<file path="config.mk">
export PLATFORM = sky130hd
export DESIGN_NAME = rc4_stream_cipher
export DESIGN_NICKNAME = d
export VERILOG_FILES = /design/src/rc4_pkg.sv /design/src/rc4_ctrl.sv /design/src/rc4_dp.sv /design/src/rc4_stream_cipher.sv
export SDC_FILE = /design/constraint.sdc
export NUM_CORES = 2
export LEC_CHECK = 0
export BUFFER_PORTS_ARGS = -buffer_cell sky130_fd_sc_hd__buf_4
export CORE_MARGIN = 1
export CORE_UTILIZATION = 45
export CTS_CLUSTER_DIAMETER = 200
export DETAILED_ROUTE_END_ITERATION = 8
export MAX_ROUTING_LAYER = met4
export PLACE_DENSITY = 0.6
export SYNTH_ARGS = -nofsm -noshare
export SYNTH_HDL_FRONTEND = slang
export SYNTH_SLANG_ARGS = --single-unit
</file>
<file path="constraint.sdc">
create_clock -name clk -period 14.5 [get_ports clk]
set_input_delay 1.45 -clock clk [delete_from_list [all_inputs] [get_ports clk]]
set_output_delay 1.45 -clock clk [all_outputs]
set_load 0.1 [all_outputs]
</file>
<file path="src/rc4_pkg.sv">
// ----------------------------------------------------------------------------
// RC4 package
// Shared types, constants and the controller-to-datapath interface.
// ----------------------------------------------------------------------------
package rc4_pkg;

  localparam int TABLE_SIZE  = 256;
  localparam int IDX_W       = 8;
  localparam int KEY_MAX_DEF = 256;

  localparam logic FUNC_KEY  = 1'b0;
  localparam logic FUNC_DATA = 1'b1;

  typedef struct packed {
    logic             func;
    logic [IDX_W-1:0] byte_in;
    logic             last;
  } in_item_t;

  typedef struct packed {
    logic [IDX_W-1:0] data_out;
    logic             last_out;
  } out_item_t;

  typedef enum logic [3:0] {
    ST_IDLE,
    ST_GEN_J,
    ST_GEN_SWAP,
    ST_GEN_KS,
    ST_GEN_OUT,
    ST_KSA_N,
    ST_KSA_J,
    ST_KSA_WJ,
    ST_KSA_WN
  } state_t;

  // Commands from the controller to the datapath.
  typedef struct packed {
    logic key_wr;
    logic ksa_start;
    logic ksa_rd_n;
    logic ksa_rd_j;
    logic ksa_wr_j;
    logic ksa_wr_n;
    logic ksa_done;
    logic gen_start;
    logic gen_rd_j;
    logic gen_wr_i;
    logic gen_wr_j;
    logic out_load;
  } cmd_t;

  // Status from the datapath to the controller.
  typedef struct packed {
    logic step_last;
    logic out_free;
  } sts_t;

endpackage

</file>
<file path="src/rc4_ctrl.sv">
// ----------------------------------------------------------------------------
// RC4 controller
// Sequences key loading, key scheduling and keystream generation.
// ----------------------------------------------------------------------------
module rc4_ctrl
  import rc4_pkg::*;
(
  input  logic   clk,
  input  logic   rst_n,
  input  logic   in_valid,
  input  logic   in_func,
  input  logic   in_last,
  output logic   in_stall,
  input  sts_t   sts,
  output cmd_t   cmd
);

  state_t state_r;
  state_t state_nxt;

  always_ff @(posedge clk) begin
    if (!rst_n) begin
      state_r <= ST_IDLE;
    end else begin
      state_r <= state_nxt;
    end
  end

  always_comb begin
    logic open_slot;
    state_nxt = state_r;
    cmd       = '0;
    in_stall  = 1'b1;
    open_slot = 1'b0;

    case (state_r)
      ST_IDLE: begin
        open_slot = 1'b1;
      end
      ST_GEN_OUT: begin
        // The finished byte must land in the output register before the
        // next item can be taken.
        if (sts.out_free) begin
          cmd.out_load = 1'b1;
          open_slot    = 1'b1;
          state_nxt    = ST_IDLE;
        end
      end
      ST_GEN_J: begin
        cmd.gen_rd_j = 1'b1;
        state_nxt    = ST_GEN_SWAP;
      end
      ST_GEN_SWAP: begin
        cmd.gen_wr_i = 1'b1;
        state_nxt    = ST_GEN_KS;
      end
      ST_GEN_KS: begin
        cmd.gen_wr_j = 1'b1;
        state_nxt    = ST_GEN_OUT;
      end
      ST_KSA_N: begin
        cmd.ksa_rd_n = 1'b1;
        state_nxt    = ST_KSA_J;
      end
      ST_KSA_J: begin
        cmd.ksa_rd_j = 1'b1;
        state_nxt    = ST_KSA_WJ;
      end
      ST_KSA_WJ: begin
        cmd.ksa_wr_j = 1'b1;
        state_nxt    = ST_KSA_WN;
      end
      ST_KSA_WN: begin
        cmd.ksa_wr_n = 1'b1;
        if (sts.step_last) begin
          cmd.ksa_done = 1'b1;
          state_nxt    = ST_IDLE;
        end else begin
          state_nxt = ST_KSA_J;
        end
      end
      default: begin
        state_nxt = ST_IDLE;
      end
    endcase

    if (open_slot) begin
      in_stall = 1'b0;
      if (in_valid) begin
        if (in_func == FUNC_DATA) begin
          cmd.gen_start = 1'b1;
          state_nxt     = ST_GEN_J;
        end else begin
          cmd.key_wr = 1'b1;
          if (in_last) begin
            cmd.ksa_start = 1'b1;
            state_nxt     = ST_KSA_N;
          end
        end
      end
    end
  end

  a_accept_when_open: assert property (@(posedge clk) disable iff (!rst_n)
    (in_valid && !in_stall) |-> (state_r == ST_IDLE || state_r == ST_GEN_OUT))
    else $error("item transfer outside an accepting state");

  a_done_on_last_step: assert property (@(posedge clk) disable iff (!rst_n)
    cmd.ksa_done |-> (sts.step_last && cmd.ksa_wr_n))
    else $error("key schedule finished before the last step");

endmodule

</file>
<file path="src/rc4_dp.sv">
// ----------------------------------------------------------------------------
// RC4 datapath
// Permutation table, key store, indices and the output register.
// ----------------------------------------------------------------------------
module rc4_dp
  import rc4_pkg::*;
#(
  parameter int KEY_MAX = KEY_MAX_DEF
)
(
  input  logic       clk,
  input  logic       rst_n,
  input  in_item_t   in_data,
  input  cmd_t       cmd,
  output sts_t       sts,
  output logic       out_valid,
  input  logic       out_stall,
  output out_item_t  out_data
);

  localparam int CNT_W  = $clog2(KEY_MAX + 1);
  localparam int KIDX_W = (KEY_MAX > 1) ? $clog2(KEY_MAX) : 1;
  localparam int CMP_W  = KIDX_W + 1;

  // Permutation table. An entry whose flag is clear reads as its own index,
  // which gives the identity fill by clearing the flags.
  logic [IDX_W-1:0]      perm_mem_r [TABLE_SIZE];
  logic [TABLE_SIZE-1:0] vld_r;
  logic [IDX_W-1:0]      rd_mem_r;
  logic                  rd_vld_r;
  logic [IDX_W-1:0]      rd_addr_r;
  logic                  fwd_r;
  logic [IDX_W-1:0]      fwd_data_r;

  logic [IDX_W-1:0]      key_mem_r [KEY_MAX];
  logic [IDX_W-1:0]      key_q_r;

  logic [IDX_W-1:0]  idx_i_r,     idx_i_nxt;
  logic [IDX_W-1:0]  idx_j_r,     idx_j_nxt;
  logic [IDX_W-1:0]  step_r,      step_nxt;
  logic [KIDX_W-1:0] kidx_r,      kidx_nxt;
  logic [CNT_W-1:0]  key_count_r, key_count_nxt;
  logic [IDX_W-1:0]  si_r,        si_nxt;
  logic [IDX_W-1:0]  byte_r,      byte_nxt;
  logic              last_r,      last_nxt;
  logic              out_valid_r, out_valid_nxt;
  out_item_t         out_data_r,  out_data_nxt;

  logic              rd_en;
  logic [IDX_W-1:0]  rd_addr;
  logic              wr_en;
  logic [IDX_W-1:0]  wr_addr;
  logic [IDX_W-1:0]  wr_data;
  logic              key_wr_en;
  logic              key_rd_en;
  logic [IDX_W-1:0]  rd_val;
  logic [IDX_W-1:0]  kb;
  logic [IDX_W-1:0]  j_sum;
  logic [CMP_W-1:0]  kidx_inc;

  always_comb begin
    rd_val   = fwd_r ? fwd_data_r : (rd_vld_r ? rd_mem_r : rd_addr_r);
    kb       = (key_count_r == '0) ? '0 : key_q_r;
    kidx_inc = {1'b0, kidx_r} + CMP_W'(1);
    j_sum    = '0;

    rd_en     = 1'b0;
    rd_addr   = '0;
    wr_en     = 1'b0;
    wr_addr   = '0;
    wr_data   = '0;
    key_wr_en = 1'b0;
    key_rd_en = 1'b0;

    idx_i_nxt     = idx_i_r;
    idx_j_nxt     = idx_j_r;
    step_nxt      = step_r;
    kidx_nxt      = kidx_r;
    key_count_nxt = key_count_r;
    si_nxt        = si_r;
    byte_nxt      = byte_r;
    last_nxt      = last_r;
    out_data_nxt  = out_data_r;
    out_valid_nxt = out_valid_r && out_stall;

    if (cmd.key_wr && (key_count_r < CNT_W'(KEY_MAX))) begin
      key_wr_en     = 1'b1;
      key_count_nxt = key_count_r + CNT_W'(1);
    end
    if (cmd.ksa_start) begin
      idx_j_nxt = '0;
      step_nxt  = '0;
      kidx_nxt  = '0;
    end
    if (cmd.ksa_rd_n) begin
      rd_en     = 1'b1;
      rd_addr   = step_r;
      key_rd_en = 1'b1;
    end
    if (cmd.ksa_rd_j) begin
      j_sum     = idx_j_r + rd_val + kb;
      idx_j_nxt = j_sum;
      si_nxt    = rd_val;
      rd_en     = 1'b1;
      rd_addr   = j_sum;
      // The key is used cyclically over the bytes that were stored.
      if (key_count_r == '0 || kidx_inc == CMP_W'(key_count_r)) begin
        kidx_nxt = '0;
      end else begin
        kidx_nxt = kidx_inc[KIDX_W-1:0];
      end
    end
    if (cmd.ksa_wr_j) begin
      wr_en   = 1'b1;
      wr_addr = idx_j_r;
      wr_data = si_r;
    end
    if (cmd.ksa_wr_n) begin
      wr_en     = 1'b1;
      wr_addr   = step_r;
      wr_data   = rd_val;
      step_nxt  = step_r + IDX_W'(1);
      rd_en     = 1'b1;
      rd_addr   = step_r + IDX_W'(1);
      key_rd_en = 1'b1;
    end
    if (cmd.ksa_done) begin
      idx_i_nxt     = '0;
      idx_j_nxt     = '0;
      key_count_nxt = '0;
    end
    if (cmd.gen_start) begin
      idx_i_nxt = idx_i_r + IDX_W'(1);
      rd_en     = 1'b1;
      rd_addr   = idx_i_r + IDX_W'(1);
      byte_nxt  = in_data.byte_in;
      last_nxt  = in_data.last;
    end
    if (cmd.gen_rd_j) begin
      j_sum     = idx_j_r + rd_val;
      idx_j_nxt = j_sum;
      si_nxt    = rd_val;
      rd_en     = 1'b1;
      rd_addr   = j_sum;
    end
    if (cmd.gen_wr_i) begin
      wr_en   = 1'b1;
      wr_addr = idx_i_r;
      wr_data = rd_val;
    end
    if (cmd.gen_wr_j) begin
      // Keystream index is the sum of the two swapped entries; the read
      // may hit the entry written in this cycle, which is forwarded.
      wr_en   = 1'b1;
      wr_addr = idx_j_r;
      wr_data = si_r;
      rd_en   = 1'b1;
      rd_addr = si_r + rd_val;
    end
    if (cmd.out_load) begin
      out_data_nxt.data_out = byte_r ^ rd_val;
      out_data_nxt.last_out = last_r;
      out_valid_nxt         = 1'b1;
    end
  end

  always_ff @(posedge clk) begin
    if (wr_en) begin
      perm_mem_r[wr_addr] <= wr_data;
    end
    if (rd_en) begin
      rd_mem_r   <= perm_mem_r[rd_addr];
      rd_vld_r   <= vld_r[rd_addr];
      rd_addr_r  <= rd_addr;
      fwd_r      <= wr_en && (wr_addr == rd_addr);
      fwd_data_r <= wr_data;
    end
  end

  always_ff @(posedge clk) begin
    if (!rst_n) begin
      vld_r <= '0;
    end else if (cmd.ksa_start) begin
      vld_r <= '0;
    end else if (wr_en) begin
      vld_r[wr_addr] <= 1'b1;
    end
  end

  always_ff @(posedge clk) begin
    if (key_wr_en) begin
      key_mem_r[key_count_r[KIDX_W-1:0]] <= in_data.byte_in;
    end
    if (key_rd_en) begin
      key_q_r <= key_mem_r[kidx_r];
    end
  end

  always_ff @(posedge clk) begin
    if (!rst_n) begin
      idx_i_r     <= '0;
      idx_j_r     <= '0;
      step_r      <= '0;
      kidx_r      <= '0;
      key_count_r <= '0;
      out_valid_r <= 1'b0;
    end else begin
      idx_i_r     <= idx_i_nxt;
      idx_j_r     <= idx_j_nxt;
      step_r      <= step_nxt;
      kidx_r      <= kidx_nxt;
      key_count_r <= key_count_nxt;
      out_valid_r <= out_valid_nxt;
    end
  end

  always_ff @(posedge clk) begin
    si_r       <= si_nxt;
    byte_r     <= byte_nxt;
    last_r     <= last_nxt;
    out_data_r <= out_data_nxt;
  end

  assign sts.step_last = (step_r == '1);
  assign sts.out_free  = !out_valid_r || !out_stall;
  assign out_valid     = out_valid_r;
  assign out_data      = out_data_r;

  a_key_count_bound: assert property (@(posedge clk) disable iff (!rst_n)
    key_count_r <= CNT_W'(KEY_MAX))
    else $error("key count beyond the key store");

  a_fwd_only_ks: assert property (@(posedge clk) disable iff (!rst_n)
    (rd_en && wr_en && (rd_addr == wr_addr)) |-> cmd.gen_wr_j)
    else $error("table read and write collide outside the keystream read");

  a_schedule_clears: assert property (@(posedge clk) disable iff (!rst_n)
    cmd.ksa_done |=> (idx_i_r == '0 && idx_j_r == '0 && key_count_r == '0))
    else $error("indices not cleared after key scheduling");

  a_no_overwrite: assert property (@(posedge clk) disable iff (!rst_n)
    cmd.out_load |-> (!out_valid_r || !out_stall))
    else $error("pending result overwritten");

endmodule

</file>
<file path="src/rc4_stream_cipher.sv">
// Data byte: after its transfer, the read, swap and keystream read share the
// single read and write port of the permutation table; the result is loaded
// into the output register once it is free; the next item is taken with it.
// Key byte: stored when taken; the last key byte also starts key scheduling.
// Reset is synchronous, active low; the table reads as identity at once.
// ----------------------------------------------------------------------------
// RC4 stream cipher
// Top level joining the controller and the datapath.
// ----------------------------------------------------------------------------
module rc4_stream_cipher
  import rc4_pkg::*;
#(
  parameter int KEY_MAX = KEY_MAX_DEF
)
(
  input  logic       clk,
  input  logic       rst_n,
  input  logic       in_valid,
  output logic       in_stall,
  input  in_item_t   in_data,
  output logic       out_valid,
  input  logic       out_stall,
  output out_item_t  out_data
);

  cmd_t cmd;
  sts_t sts;

  rc4_ctrl u_ctrl (
    .clk      (clk),
    .rst_n    (rst_n),
    .in_valid (in_valid),
    .in_func  (in_data.func),
    .in_last  (in_data.last),
    .in_stall (in_stall),
    .sts      (sts),
    .cmd      (cmd)
  );

  rc4_dp #(
    .KEY_MAX (KEY_MAX)
  ) u_dp (
    .clk       (clk),
    .rst_n     (rst_n),
    .in_data   (in_data),
    .cmd       (cmd),
    .sts       (sts),
    .out_valid (out_valid),
    .out_stall (out_stall),
    .out_data  (out_data)
  );

endmodule
</file>
==> results.toml <==
[synthesis]
synth_nets = 10100
synth_edf_count = 4156
synthTopCellsByCount = "edfxtp_1, nand2_1, mux4_2"
yosys_most_used_dff = "edfxtp_1"
yosysMostFrequentCell = "edfxtp_1"
synth_top_area_share_pct = 70.7
synth_cell_type_count = 101
synth.largest_area_cell = "edfxtp_1"
yosys_warnings = 0
synth-seq-cells = 4458
synthCells = 10000
ys_seq_area_share_pct = 74.1
synth_area_leaders = "edfxtp_1, mux4_2, dfxtp_1"
syn_area_sq_um = 176000
syn_avg_cell_area_sq_um = 17.6
postSynth.asyncResetShare_pct = 0

[finish]
fin_area_sq_um = 196000
final-seq-area_sq_um = 131000
final_layout_size_suffix_gt1_share_pct = 17.2
n_fill_cell = 31500
synthToLayoutAreaGrowth_pct = 11.2
layout.nets = 10100
multi_input_area_sq_um = 42300

[grt]
grt_pass1_vias = 93800
grtUsageMet3_pct = 3.19
grt_max_degree = 184
met1_usage_pct = 31.9
grt_util_met2_pct = 36.4
globalRouteOverflowTotal = 0
antenna_found_initial = 15
top_usage_layer = "met2"
grt_usage_pct = 23.4
grt_pass1_wl_mm = 664

[placement]
hpwl_mm = 265
dpl_cell_area_sq_um = 182000
gp_congestion = 0.871
io_buffers = 24

[power_and_ir_drop]
ir_drop_v = 0.000121
p_comb_share_pct = 10.4
power_switching_mw = 7.00
cellLeakagePower_nw = 61.3
p_int_mw = 21.6
p_per_area_nw_per_um2 = 146
sequentialPowerShare_pct = 49.5
swShare_pct = 24.5
p_clk_share_pct = 40.1

[die]
die_x_um = 628
io_pins = 25
fp-row-count = 229
core_area_sq_um = 390000
die-height_um = 628
die-area_sq_um = 395000
start_util_pct = 45.3

[sta]
whs_ns = 0.441
period_share_pct = 60.5
setup_tns_ns = 0
grt_setup_unrepaired = "no"
hold_viol = 0
drv_slew = 0
max-slew-margin-rel_pct = 4.18
fmax_mhz = 114
post-route-min-period_ns = 8.77
finClkSkew_ns = 0.0321
worstMarginPinSlew_ns = 1.43
setup_violations = 0

[detailed_routing]
drtIter0Drc = 11000
wl_mm = 457
ant_nets = 0
wl_per_cell_um = 29.3
drc = 0
vias_per_cell = 6.05
vias = 94400
drt-pass1-iter-count = 9

[critical_path]
max_stage_delay_ns = 0.92
cp.depth = 21
arrival_ns = 9.56
worst-setup-path-type = "reg2reg"
cp.required_ns = 15.28
critical_path_buf_inv_count = 5
r2r_cells = 21
cp_top_family = "buffers and inverters"
crit_chain = "mux2i_1 > nor2_1 > a21oi_1 > inv_1 > ha_1 > fa_1 > fa_1 > nand4b_1 > a21oi_1 > o31ai_4 > buf_4 > buf_4 > buf_4 > buf_4 > a21oi_1 > a221oi_1 > a21oi_1 > a211oi_1 > o32a_1 > o22ai_1 > a211oi_1"
cp-start-kind = "flip-flop"
critPathCaptureType = "flip-flop"
cp_slowest_cell = "buf_4"
critPathMaxFanout = 94

[clocking]
ctsResizeCount = 0
cts_inserted_buffers = 443
cts_tree = "done"
cts_setup_buffers = 0
htreeDepth = 5
insertion_delay_ns = 0.98
cts_buffer_depth = 4
clk_pin_slew_ns = 0.06
root_buffer = "clkbuf_16"
cts.sinks = 4458
ctsHoldBuffers = 0

[min_path]
hold_class = "reg2reg"
holdPathStages = 0

[outcome]
outcome = "complete, no violations"

[flow_run]
max_cap_violations = 0
[per-layer routing]
metal  routed length (um)  part of all wire (%)
met2               219000                    48
met5                    0                     0
met3                32700                   7.1
met1               188000                    41
met4                17700                   3.9
[power groups by stage]
stage | registers, mW | logic [mW] | clock network, mW
finish | 14.2 | 2.98 | 11.5
global route | 14.2 | 3.15 | 12.1
CTS | 14.2 | 2.97 | 11.6
detailed placement | 14.4 | 2.97 | 0
global placement | 14.4 | 2.92 | 0
floorplan | 14.5 | 1.88 | 0
[worst register-to-register path, cell delays in order, from the launching register on]
cell,delay [ns]
edfxtp_1,0.62
mux2i_1,0.29
nor2_1,0.06
a21oi_1,0.43
inv_1,0.19
ha_1,0.30
fa_1,0.58
fa_1,0.46
nand4b_1,0.12
a21oi_1,0.12
o31ai_4,0.25
buf_4,0.50
buf_4,0.75
buf_4,0.88
buf_4,0.97
a21oi_1,0.22
a221oi_1,0.32
a21oi_1,0.07
a211oi_1,0.65
o32a_1,0.27
o22ai_1,0.20
a211oi_1,0.34
[registers in the layout, summed over array words and instances (netlist names), 9 cells and up]
signal / cells
u_dp.vld_r: 256
u_dp.key_mem_r: 2048
u_dp.key_count_r: 9
u_dp.out_data: 9
u_dp.perm_mem_r: 2048
[cell type report]
type,instances,share of cell area (%)
Clock buffer,597,6.19
Sequential cell,4458,66.7
Tap cell,5197,3.31
Antenna cell,7,0.00893
Multi-Input combinational cell,4853,21.6
Timing Repair Buffer,199,0.883
Clock inverter,238,1.20
Inverter,59,0.138
[final timing paths]
path	startpoint	end	slack [ns]
max	u_dp.rd_vld_r	u_dp.rd_mem_r[0]	5.73
min	u_dp.last_r	u_dp.out_data[0]	0.44
max reg2reg	u_dp.rd_vld_r	u_dp.rd_mem_r[0]	5.73
min reg2reg	u_dp.last_r	u_dp.out_data[0]	0.44
[layout by cell type (no fill, tap or decap), types with 84 or more instances in the layout]
| cell type | netlist | layout |
|---|---|---|
| clkbuf_1 | 259 | 114 |
| a21oi_1 | 563 | 563 |
| nand3_1 | 297 | 297 |
| mux2i_1 | 208 | 208 |
| nand2_1 | 1019 | 1016 |
| a211oi_1 | 122 | 122 |
| buf_4 | 63 | 176 |
| dfxtp_1 | 302 | 295 |
| clkbuf_16 | 0 | 451 |
| edfxtp_1 | 4156 | 4156 |
| mux4_2 | 849 | 849 |
| o21a_1 | 258 | 258 |
| o211ai_1 | 84 | 84 |
| a221oi_1 | 88 | 88 |
| nor2_1 | 617 | 616 |
[cells by family (layout without fill, tap and decap cells)]
kind of cell | after synthesis | after routing | share of synthesized area, %
other | 0 | 7 | 0
multiplexers | 1090 | 1090 | 12.2
AND/OR/NAND/NOR | 2110 | 2110 | 5.00
flip-flops | 4458 | 4458 | 74.1
adder cells (fa/ha/maj) | 30 | 30 | 0.224
buffers and inverters | 729 | 1093 | 1.98
XOR/XNOR | 61 | 61 | 0.326
AO/OA/AOI/OAI | 1562 | 1562 | 6.10
[stage by stage]
| stage | utilization [%] | setup WS [ns] | cells | total power, mW |
|---|---|---|---|---|
| 2_1_floorplan | - | 1.07 | 10000 | 16.4 |
| 3_3_place_gp | 46.6 | 6.09 | 14800 | 17.4 |
| 3_5_place_dp | 46.6 | 5.89 | 14800 | 17.4 |
| 4_1_cts | 50.3 | 5.85 | 15600 | 28.7 |
| 5_1_grt | 50.3 | 5.49 | 15600 | 29.4 |
| 6_report | 50.4 | 5.73 | 15600 | 28.6 |
Power figures use the tool's default switching activity.
